`src/rtl/core/csvs_pkg.sv`:
```
// ----------------------------------------------------------------------------
// csvs_pkg
// Shared constants and types of the CSV line field splitter.
// ----------------------------------------------------------------------------
package csvs_pkg;

  localparam int HOLD_DEPTH = 32;
  localparam int HOLD_AW    = $clog2(HOLD_DEPTH);
  localparam int HOLD_CW    = $clog2(HOLD_DEPTH + 1);

  localparam logic [7:0] NUL_CH      = 8'd0;
  localparam logic [7:0] TAB_CH      = 8'd9;
  localparam logic [7:0] CR_CH       = 8'd13;
  localparam logic [7:0] SPACE_CH    = 8'd32;
  localparam logic [7:0] QUOTE_CH    = 8'd34;
  localparam logic [7:0] COMMA_CH    = 8'd44;
  localparam logic [7:0] DELIM_RESET = COMMA_CH;

  typedef enum logic [2:0] {
    PM_LINE_START,
    PM_FIELD_LEAD,
    PM_PLAIN,
    PM_QUOTED,
    PM_QUOTE_SEEN,
    PM_SKIP,
    PM_DRAIN,
    PM_DRAIN_EMPTY
  } parse_mode_t;

  typedef enum logic [2:0] {
    ST_IDLE,
    ST_EVAL,
    ST_READ,
    ST_EMIT,
    ST_FINAL
  } seq_state_t;

  typedef struct packed {
    logic [7:0] out_char;
    logic       is_char;
    logic       last_field;
    logic       empty_line;
    logic       ws_overflow;
    logic       last;
  } out_item_t;

endpackage

```
`src/rtl/core/csv_line_field_splitter_top.sv`:
```
// ----------------------------------------------------------------------------
// csv_line_field_splitter_top
// Splits a text line, one byte per transaction, into field bytes and
// field-end marks; trims whitespace and handles quoted fields while the delimiter is a comma.
// ----------------------------------------------------------------------------
//   channel  dir  handshake             payload
//   in       in   in_valid / in_stall   in_ch, in_line_end
//   out      out  out_valid / out_stall out_char, out_is_char, out_last_field,
//                                       out_empty_line, out_ws_overflow, out_last
//   cfg      in   cfg_valid / cfg_ready cfg_field_delimiter
//
// A transaction goes through idle and evaluate when it yields at most one result and
// the output register is free; a byte that releases held whitespace bytes adds a read
// and an emit state per byte and a final state, set by the single read port of the
// whitespace RAM. Output stalls hold the sequencer. Synchronous reset, no clearing pass.
// ----------------------------------------------------------------------------
module csv_line_field_splitter_top
  import csvs_pkg::*;
(
  input  logic       clk,
  input  logic       rst_n,
  input  logic       in_valid,
  output logic       in_stall,
  input  logic [7:0] in_ch,
  input  logic       in_line_end,
  output logic       out_valid,
  input  logic       out_stall,
  output logic [7:0] out_char,
  output logic       out_is_char,
  output logic       out_last_field,
  output logic       out_empty_line,
  output logic       out_ws_overflow,
  output logic       out_last,
  input  logic       cfg_valid,
  output logic       cfg_ready,
  input  logic [7:0] cfg_field_delimiter
);

  seq_state_t           state_r, state_nxt;
  parse_mode_t          mode_r, mode_nxt;
  logic [HOLD_CW-1:0]   held_count_r, held_count_nxt;
  logic                 ovf_r, ovf_nxt;
  logic [HOLD_AW-1:0]   rd_idx_r, rd_idx_nxt;
  logic [7:0]           delim_r;
  logic [7:0]           item_ch_r;
  logic                 item_eol_r;
  logic                 out_valid_r, out_valid_nxt;
  out_item_t            out_item_r, out_item_nxt;

  logic                 slot_free;
  logic                 in_accept;
  logic                 ch_ws;
  logic                 ch_delim;
  logic                 quoting;
  logic                 flush_done;
  logic [7:0]           ram_rdata;

  // evaluation of the latched transaction
  logic                 ev_emit;
  logic                 ev_flush;
  logic                 ev_clear;
  logic                 ev_push;
  logic                 ev_ovf;
  parse_mode_t          ev_mode;
  out_item_t            ev_item;
  logic                 eval_go;
  logic                 load_out;

  assign slot_free  = !out_valid_r || !out_stall;
  assign in_accept  = in_valid && !in_stall;
  assign quoting    = (delim_r == COMMA_CH);
  assign ch_delim   = (item_ch_r == delim_r);
  assign ch_ws      = (((item_ch_r >= TAB_CH) && (item_ch_r <= CR_CH)) ||
                       (item_ch_r == SPACE_CH)) && !ch_delim;
  assign flush_done = (({1'b0, rd_idx_r} + HOLD_CW'(1)) == held_count_r);

  always_comb begin
    ev_emit  = 1'b0;
    ev_flush = 1'b0;
    ev_clear = 1'b0;
    ev_push  = 1'b0;
    ev_ovf   = 1'b0;
    ev_mode  = mode_r;
    ev_item  = '{out_char: item_ch_r, is_char: 1'b1, last_field: 1'b0,
                 empty_line: 1'b0, ws_overflow: 1'b0, last: 1'b1};
    if (item_eol_r) begin
      ev_emit  = 1'b1;
      ev_clear = 1'b1;
      ev_mode  = PM_LINE_START;
      ev_item.out_char = NUL_CH;
      ev_item.is_char  = 1'b0;
      if (mode_r == PM_LINE_START || mode_r == PM_DRAIN_EMPTY) begin
        ev_item.empty_line = 1'b1;
      end else begin
        ev_item.last_field  = 1'b1;
        ev_item.ws_overflow = ovf_r;
      end
    end else if (mode_r == PM_DRAIN || mode_r == PM_DRAIN_EMPTY) begin
      ev_mode = mode_r;
    end else if (item_ch_r == NUL_CH) begin
      ev_mode = (mode_r == PM_LINE_START) ? PM_DRAIN_EMPTY : PM_DRAIN;
    end else if (ch_delim && mode_r != PM_QUOTED) begin
      ev_emit  = 1'b1;
      ev_clear = 1'b1;
      ev_mode  = PM_FIELD_LEAD;
      ev_item.out_char    = NUL_CH;
      ev_item.is_char     = 1'b0;
      ev_item.ws_overflow = ovf_r;
    end else begin
      unique case (mode_r)
        PM_LINE_START, PM_FIELD_LEAD: begin
          if (ch_ws) begin
            ev_mode = PM_FIELD_LEAD;
          end else if (item_ch_r == QUOTE_CH && quoting) begin
            ev_mode = PM_QUOTED;
          end else begin
            ev_emit = 1'b1;
            ev_mode = PM_PLAIN;
          end
        end
        PM_PLAIN: begin
          if (ch_ws) begin
            if (held_count_r < HOLD_CW'(HOLD_DEPTH)) begin
              ev_push = 1'b1;
            end else begin
              ev_ovf = 1'b1;
            end
          end else if (held_count_r != '0) begin
            ev_flush = 1'b1;
          end else begin
            ev_emit = 1'b1;
          end
        end
        PM_QUOTED: begin
          if (item_ch_r == QUOTE_CH) begin
            ev_mode = PM_QUOTE_SEEN;
          end else begin
            ev_emit = 1'b1;
          end
        end
        PM_QUOTE_SEEN: begin
          if (item_ch_r == QUOTE_CH) begin
            ev_emit = 1'b1;
            ev_mode = PM_QUOTED;
          end else begin
            ev_mode = PM_SKIP;
          end
        end
        default: begin
          ev_mode = mode_r;
        end
      endcase
    end
  end

  assign eval_go = (state_r == ST_EVAL) && (!ev_emit || slot_free);

  // sequencer next state
  always_comb begin
    state_nxt = state_r;
    unique case (state_r)
      ST_IDLE: begin
        if (in_accept) begin
          state_nxt = ST_EVAL;
        end
      end
      ST_EVAL: begin
        if (eval_go) begin
          state_nxt = ev_flush ? ST_READ : ST_IDLE;
        end
      end
      ST_READ: begin
        state_nxt = ST_EMIT;
      end
      ST_EMIT: begin
        if (slot_free) begin
          state_nxt = flush_done ? ST_FINAL : ST_READ;
        end
      end
      ST_FINAL: begin
        if (slot_free) begin
          state_nxt = ST_IDLE;
        end
      end
      default: begin
        state_nxt = ST_IDLE;
      end
    endcase
  end

  // sequencer outputs and datapath updates
  always_comb begin
    mode_nxt       = mode_r;
    held_count_nxt = held_count_r;
    ovf_nxt        = ovf_r;
    rd_idx_nxt     = rd_idx_r;
    load_out       = 1'b0;
    out_item_nxt   = out_item_r;
    unique case (state_r)
      ST_EVAL: begin
        if (eval_go) begin
          mode_nxt     = ev_mode;
          load_out     = ev_emit;
          if (ev_emit) begin
            out_item_nxt = ev_item;
          end
          rd_idx_nxt   = '0;
          if (ev_clear) begin
            held_count_nxt = '0;
            ovf_nxt        = 1'b0;
          end
          if (ev_push) begin
            held_count_nxt = held_count_r + HOLD_CW'(1);
          end
          if (ev_ovf) begin
            ovf_nxt = 1'b1;
          end
        end
      end
      ST_EMIT: begin
        if (slot_free) begin
          load_out     = 1'b1;
          out_item_nxt = '{out_char: ram_rdata, is_char: 1'b1, last_field: 1'b0,
                           empty_line: 1'b0, ws_overflow: 1'b0, last: 1'b0};
          rd_idx_nxt   = rd_idx_r + HOLD_AW'(1);
        end
      end
      ST_FINAL: begin
        if (slot_free) begin
          load_out       = 1'b1;
          out_item_nxt   = '{out_char: item_ch_r, is_char: 1'b1, last_field: 1'b0,
                             empty_line: 1'b0, ws_overflow: 1'b0, last: 1'b1};
          held_count_nxt = '0;
        end
      end
      default: begin
        load_out = 1'b0;
      end
    endcase
    if (load_out) begin
      out_valid_nxt = 1'b1;
    end else if (!out_stall) begin
      out_valid_nxt = 1'b0;
    end else begin
      out_valid_nxt = out_valid_r;
    end
  end

  always_ff @(posedge clk) begin
    if (!rst_n) begin
      state_r      <= ST_IDLE;
      mode_r       <= PM_LINE_START;
      held_count_r <= '0;
      ovf_r        <= 1'b0;
      rd_idx_r     <= '0;
      delim_r      <= DELIM_RESET;
      out_valid_r  <= 1'b0;
    end else begin
      state_r      <= state_nxt;
      mode_r       <= mode_nxt;
      held_count_r <= held_count_nxt;
      ovf_r        <= ovf_nxt;
      rd_idx_r     <= rd_idx_nxt;
      out_valid_r  <= out_valid_nxt;
      if (cfg_valid && cfg_ready) begin
        delim_r <= cfg_field_delimiter;
      end
    end
  end

  always_ff @(posedge clk) begin
    if (in_accept) begin
      item_ch_r  <= in_ch;
      item_eol_r <= in_line_end;
    end
    out_item_r <= out_item_nxt;
  end

  csvs_ram #(
    .WIDTH (8),
    .DEPTH (HOLD_DEPTH)
  ) u_hold_ram (
    .clk   (clk),
    .we    (eval_go && ev_push),
    .waddr (held_count_r[HOLD_AW-1:0]),
    .wdata (item_ch_r),
    .raddr (rd_idx_r),
    .rdata (ram_rdata)
  );

  assign in_stall        = (state_r != ST_IDLE);
  assign cfg_ready       = 1'b1;
  assign out_valid       = out_valid_r;
  assign out_char        = out_item_r.out_char;
  assign out_is_char     = out_item_r.is_char;
  assign out_last_field  = out_item_r.last_field;
  assign out_empty_line  = out_item_r.empty_line;
  assign out_ws_overflow = out_item_r.ws_overflow;
  assign out_last        = out_item_r.last;

endmodule

```
`src/rtl/core/csvs_ram.sv`:
```
// ----------------------------------------------------------------------------
// csvs_ram
// Generic single-write, single-read RAM with registered read data.
// ----------------------------------------------------------------------------
module csvs_ram #(
  parameter int WIDTH = 8,
  parameter int DEPTH = 32
) (
  input  logic                     clk,
  input  logic                     we,
  input  logic [$clog2(DEPTH)-1:0] waddr,
  input  logic [WIDTH-1:0]         wdata,
  input  logic [$clog2(DEPTH)-1:0] raddr,
  output logic [WIDTH-1:0]         rdata
);

  logic [WIDTH-1:0] mem [DEPTH];
  logic [WIDTH-1:0] rdata_r;

  always_ff @(posedge clk) begin
    if (we) begin
      mem[waddr] <= wdata;
    end
    rdata_r <= mem[raddr];
  end

  assign rdata = rdata_r;

endmodule

```
`config.mk`:
```
export PLATFORM = sky130hd
export DESIGN_NAME = csv_line_field_splitter_top
export DESIGN_NICKNAME = d
export VERILOG_FILES = /design/src/rtl/core/csvs_pkg.sv /design/src/rtl/core/csv_line_field_splitter_top.sv /design/src/rtl/core/csvs_ram.sv
export SDC_FILE = /design/constraint.sdc
export NUM_CORES = 1
export LEC_CHECK = 0
export BUFFER_PORTS_ARGS = -buffer_cell sky130_fd_sc_hd__buf_2
export CAP_MARGIN = 20
export CORE_MARGIN = 1.5
export CORE_UTILIZATION = 36
export CTS_CLUSTER_SIZE = 14
export DETAILED_ROUTE_END_ITERATION = 12
export PLACE_DENSITY = 0.54
export SETUP_SLACK_MARGIN = 0.02
export SYNTH_ARGS = -nofsm -noshare
export SYNTH_HDL_FRONTEND = slang
export SYNTH_SLANG_ARGS = --single-unit
export TNS_END_PERCENT = 50
```
`constraint.sdc`:
```
create_clock -name clk -period 4.51 [get_ports clk]
set_clock_uncertainty 0.15 [all_clocks]
set_input_delay 0.902 -clock clk [delete_from_list [all_inputs] [get_ports clk]]
set_output_delay 0.902 -clock clk [all_outputs]
set_load 0.02 [all_outputs]
```
; ---- After elaboration in Yosys (flattened, before gate mapping)
; Memories as Yosys holds them, arrays and structs flattened. A register that Yosys moved wholly into a read port is not among the register bits.
; Cells that the tools add are included.
[totals]
register_bits = 49
latch_bits = 0
ram_bits = 256
mem_bits_ro = 0
output_inout_bits = 16
wordCells = 169
mem_count = 1
[op_classes]
add_sub_neg = 3
mul = 0
div_mod_pow = 0
order_cmp = 3
n_eq_ne = 25
n_shift = 0
mux = 87
bitwise_logic = 0
reduce_logical = 35
[mem_list]
columns = memory, words, width, rd, rd_clocked_by_memory_dff, write_ports, line_no
row1 = u_hold_ram.mem, 32, 8, 1, 1, 1, csvs_ram.sv:17  ; logic [WIDTH-1:0] mem [DEPTH];
[ops]
columns = operator, count
row1 = $mux W1, 52
row2 = $mux W13, 4
row3 = $pmux W13 S3, 1
row4 = $mux W9, 4
row5 = $mux W3, 11
row6 = $eq A8 B6 Y1 const B, 3
row7 = $mux W6, 4
row8 = $pmux W3 S5, 1
row9 = $eq A3 B2 Y1 const B, 4
row10 = $eq A3 B3 Y1 const B, 4
row11 = $ne A2 B2 Y1 const B, 6
row12 = $pmux W6 S2, 1
row13 = $reduce_bool A6 Y1, 2
row14 = $mux W5, 2
row15 = $pmux W5 S2, 1
row16 = $reduce_and A5 Y1, 2
row17 = $pmux W3 S3, 1
row18 = $eq A8 B8 Y1, 1
row19 = $ge A8 B4 Y1 const B, 1
row20 = $le A8 B4 Y1 const B, 1
row21 = $logic_not A8 Y1, 1
row22 = $reduce_and A4 Y1, 2
row23 = $logic_and A1 B1 Y1, 7
row24 = $add A5 B1 Y6 const B, 1
row25 = other kinds (19), 36

; ---- Logic depth before layout (Yosys ltp)
[depth]
depth_word = 16
ltp_mapped = 9

; ---- By module
; Synthesis repeated with hierarchy kept, for this count alone.
[hier_totals]
hier_cells = 715
hier_area_um2 = 12854.8
[modules_own_cells]
columns = mod, instances, cells_each, area_each_um2
row1 = csvs_ram, 1, 417, 10053.4
row2 = csv_line_field_splitter_top, 1, 298, 2801.4

; ---- Least setup slack after synthesis
; OpenSTA, ideal clock, no wires.
[synth_timing]
kind = register to register
startpoint = register item_ch_r[5]
endpoint = memory u_hold_ram.mem[31][0] (enable)
setup_ns = 0.370
arrival_time_ns = 2.416
required_time_ns = 3.990
setup_slack_ns = 1.574
stages_incl_launch_ff = 7
path_buffers = 0
synth_period_minus_slack_ns = 2.936
cell_sequence = edfxtp_1 nor4b_2 o21bai_1 a32oi_2 nor4b_4 nand2_1 nor2_1
[synth_between]
elab_chain_cells = 16
[synth_lines]
columns = element, line_no
row1 = start: declaration, csv_line_field_splitter_top.sv:45  ; logic [7:0] item_ch_r;
row2 = start signal: assignment, csv_line_field_splitter_top.sv:273  ; item_ch_r <= in_ch;
row3 = $ge A8 B4 Y1 or $le A8 B4 Y1 (tied branches), csv_line_field_splitter_top.sv:73  ; assign ch_ws = (((item_ch_r >= TAB_CH) && (item_ch_r <= CR_CH)) ||
row4 = $logic_and A1 B1 Y1, csv_line_field_splitter_top.sv:73
row5 = $logic_or A1 B1 Y1, csv_line_field_splitter_top.sv:73
row6 = $logic_and A1 B1 Y1, csv_line_field_splitter_top.sv:74  ; (item_ch_r == SPACE_CH)) && !ch_delim;
row7 = "$mux W1, on equally long branches", "csv_line_field_splitter_top.sv:122, csv_line_field_splitter_top.sv:112"
row8 = $pmux W1 S4, csv_line_field_splitter_top.sv:110  ; unique case (mode_r)
row9 = $mux W1, csv_line_field_splitter_top.sv:102  ; end else if (ch_delim && mode_r != PM_QUOTED) begin
row10 = $mux W1, csv_line_field_splitter_top.sv:100  ; end else if (item_ch_r == NUL_CH) begin
row11 = $mux W1, csv_line_field_splitter_top.sv:98  ; end else if (mode_r == PM_DRAIN || mode_r == PM_DRAIN_EMPTY) begin
row12 = $mux W1, csv_line_field_splitter_top.sv:86  ; if (item_eol_r) begin
row13 = $logic_not A1 Y1, csv_line_field_splitter_top.sv:156  ; assign eval_go = (state_r == ST_EVAL) && (!ev_emit || slot_free);
row14 = $logic_or A1 B1 Y1, csv_line_field_splitter_top.sv:156
row15 = $logic_and A1 B1 Y1, csv_line_field_splitter_top.sv:156
row16 = $logic_and A1 B1 Y1 *, csv_line_field_splitter_top.sv:284  ; .we (eval_go && ev_push),
row17 = $mux W1 *, csvs_ram.sv:21  ; if (we) begin
row18 = $mux W1 (implied by the code) *, csvs_ram.sv:22  ; mem[waddr] <= wdata;
row19 = end: declaration, csvs_ram.sv:17
; Mark *: on every way between the ends. The rest lies on a longest branch, timed or not.

; ---- Worst setup path after layout
[layout_timing]
startpoint = register item_ch_r[2]
endpoint = memory u_hold_ram.mem[23][4] (enable)
; Same word-level chain as after synthesis.

==> reports/qor.txt <==
========================================================================
Required time reported for the critical path endpoint            4.49 ns
Clock sink total                                                     313
Share of total power in the clock network                          46.9%
Min-Delay Path Depth                                                   2
Worst path arrival time                                          3.67 ns
Initial cell density of the core                                   36.4%
Critical Path Sink Type                                             flop
Sequential share of power                                          50.8%
Horizontal die dimension                                          192 µm
Crit share post-route                                              81.9%
Min Clock Period, post-route                                     3.69 ns
Antenna violations before repair                                       0
Unrepaired setup endpoints after global routing                       no
Pin count of the biggest net entering global routing                  43
Critical Setup Path Class                                     reg -> reg
Post-synthesis average cell area                                17.9 µm²
Detail-routed via count per cell                                    5.45
Standard-cell row count                                               69
Worst Setup Slack post-DPL                                      0.799 ns
Hold Crit Class                                               reg -> reg
Count of buffers inserted at the top-level ports                      36
Clock tree from TritonCTS                                           done
# diodes                                                               0
Worst-case reg-to-reg path depth                                       6
Asr flop ratio synth                                                  0%
Max-Cap Viols                                                          0
Crit path launch type                                               flop
Final GP Congestion                                                0.851
Leakage power total                                              4.66 nW
Yosys warnings                                                         0
Detailed-route wire length                                      29600 µm
Register area share after synthesis                                70.4%
Ratio of total power to cell area                             426 nW/µm²
Area of the placeable core                                     35300 µm²
Top-level I/O count                                                   38
Post-synth EDFFs                                                     278
Hold-fix buffer count after cts                                        0
Internal Dissipation                                             5.06 mW
Pins Over Slew Limit                                                   0
Outcome                                                        completed
Peak supply drop                                                0.267 mV
Fill cells                                                          3048
Worst rel slew slack                                               24.9%
Count of final hold-check violations                                   0
GRT Util Overall                                                   16.5%
Area share of the largest cell type after synthesis                65.0%
Yosys cell types                                                      68
TNS Setup                                                           0 ns
Most frequent cell after synthesis                          sky130_fd_sc_hd__edfxtp_1
#FFs+latches synth                                                   313
Number of cells produced by synthesis                                716
Slew at the pin closest to its max-slew limit                    1.13 ns
Register Area                                                   9050 µm²
CTS Buf Count                                                         35
Root Driver                                                 sky130_fd_sc_hd__clkbuf_16
Detailed-placement wirelength estimate                          20000 µm
Skew-Pair Late Insertion Delay                                   0.52 ns
Vias in the first global route                                      6900
Most instantiated flip-flop cell in the synthesis netlist   sky130_fd_sc_hd__edfxtp_1
Average wire per standard cell                                   23.6 µm
Max Clk Rate                                                     271 MHz
Comb pwr share                                                      2.2%
Global-route wire length before repair                          44200 µm
Net switching power figure                                       1.24 mW
Number of H-tree levels                                                2
Final setup margin                                              0.815 ns
1st-pass router iterations                                             5
Synth area leaders                                          sky130_fd_sc_hd__edfxtp_1, sky130_fd_sc_hd__mux4_2, sky130_fd_sc_hd__dfxtp_1
Final setup violation count                                            0
Cell area after synthesis                                      12800 µm²
CP max FO                                                             19
Maximum number of buffers from clock root to sink                      3
Area used by multi-input combinational logic                    3600 µm²
Antenna Violating Nets Remaining                                       0
Post-cts sizing count                                                  0
Top cells by count, synth                                   sky130_fd_sc_hd__edfxtp_1, sky130_fd_sc_hd__mux4_2, sky130_fd_sc_hd__nor2_1
Clock transition at the registers of the reported paths          0.06 ns
Area added between synthesis and finish                            15.0%
Buffers inserted by post-CTS timing repair                             0
Layout cells sized above 1                                         26.5%
Die Y-Extent                                                      192 µm
Die footprint                                                  36800 µm²
Library cell with the largest summed area after synthesis   sky130_fd_sc_hd__edfxtp_1
DRC violations left                                                    0
Synthesized Nets                                                     743
Total vias in the final route                                       6821
Congestion Overflow GR                                                 0
Switching portion of total power                                   19.6%
Nets                                                                 794
Drt first-iter violations                                            670
========================================================================
[state kept, by name (all words and copies together), names as in the netlist]
name / flops
out_last: 1
delim_r: 8
held_count_r: 6
out_empty_line: 1
out_valid: 1
u_hold_ram.mem: 256
out_char: 8
u_hold_ram.rdata: 8
rd_idx_r: 5
out_ws_overflow: 1
item_eol_r: 1
ovf_r: 1
out_last_field: 1
mode_r: 3
item_ch_r: 8
out_is_char: 1
state_r: 3
[layer usage]
metal  up-vias  track usage, %  routed length (µm)
met2       251            27.8               14900
met4         0            4.54                 626
met5         -               0                   0
li1       2978               -                   -
met3        46            3.33                1790
met1      3546            21.6               12300
[layout make-up]
cell class,count,area share (%)
Sequential cell,313,61.3
Multi-Input combinational cell,356,24.4
Clock buffer,43,6.42
Tap cell,461,3.90
Timing Repair Buffer,51,2.07
Clock inverter,18,1.72
Inverter,10,0.254
[critical path, cell delays in order, from the launching register on]
cell and delay, ns:
sky130_fd_sc_hd__edfxtp_1 0.73, sky130_fd_sc_hd__nor4b_2 0.45, sky130_fd_sc_hd__o21bai_1 0.19, sky130_fd_sc_hd__a32oi_2 0.16, sky130_fd_sc_hd__nor4b_4 0.41, sky130_fd_sc_hd__nand2_1 0.48
sky130_fd_sc_hd__nor2_1 0.73
[cell families after synthesis]
kind of cell	Yosys count	synth area share, %
XOR/XNOR	13	0.886
flip-flops	313	70.4
AND/OR/NAND/NOR	161	6.48
buffers and inverters	47	1.55
adder cells (fa/ha/maj)	5	0.487
AO/OA/AOI/OAI	76	4.49
other	1	0.0292
multiplexers	100	15.7
[path summary, 6_finish.rpt]
check	start	endpoint	slack, ns
max	item_ch_r[2]	u_hold_ram.mem[23][4]	0.82
min	delim_r[2]	delim_r[2]	0.39
max reg2reg	item_ch_r[2]	u_hold_ram.mem[23][4]	0.82
min reg2reg	delim_r[2]	delim_r[2]	0.39
[power groups by stage]
stage | logic, mW | registers [mW] | clock network [mW]
2_1_floorplan | 0.0599 | 3.27 | 0
3_3_place_gp | 0.141 | 3.26 | 0
3_5_place_dp | 0.142 | 3.26 | 0
4_1_cts | 0.142 | 3.20 | 3.00
5_1_grt | 0.153 | 3.20 | 3.12
6_report | 0.140 | 3.20 | 2.96
[cell usage in the layout (no fill, tap or decap), drive strengths merged, types with 8 or more instances in the layout]
cell type / synthesis / routed
a21boi: 8 / 8
a21oi: 9 / 9
a22o: 8 / 8
buf: 15 / 51
clkbuf: 22 / 43
clkinv: 0 / 9
dfxtp: 35 / 35
edfxtp: 278 / 278
inv: 10 / 11
mux2: 8 / 8
mux2i: 12 / 12
mux4: 80 / 80
nand2: 31 / 31
nand3: 11 / 11
nor2: 60 / 60
nor2b: 9 / 9
nor3: 10 / 10
o21ai: 15 / 15
xnor2: 11 / 11
[through the flow]
stage	instance area (µm²)	util (%)	hold WS [ns]	cells	total power, mW
final	14800	41.9	0.392	1252	6.30
after global routing	14800	41.9	0.396	1252	6.47
after CTS	14800	41.9	0.397	1252	6.35
after detailed placement	13600	38.4	0.385	1191	3.41
after global placement	13600	38.4	0.352	1191	3.40
after floorplan	12800	-	0.326	716	3.33
(Power assumes the default switching activity.)
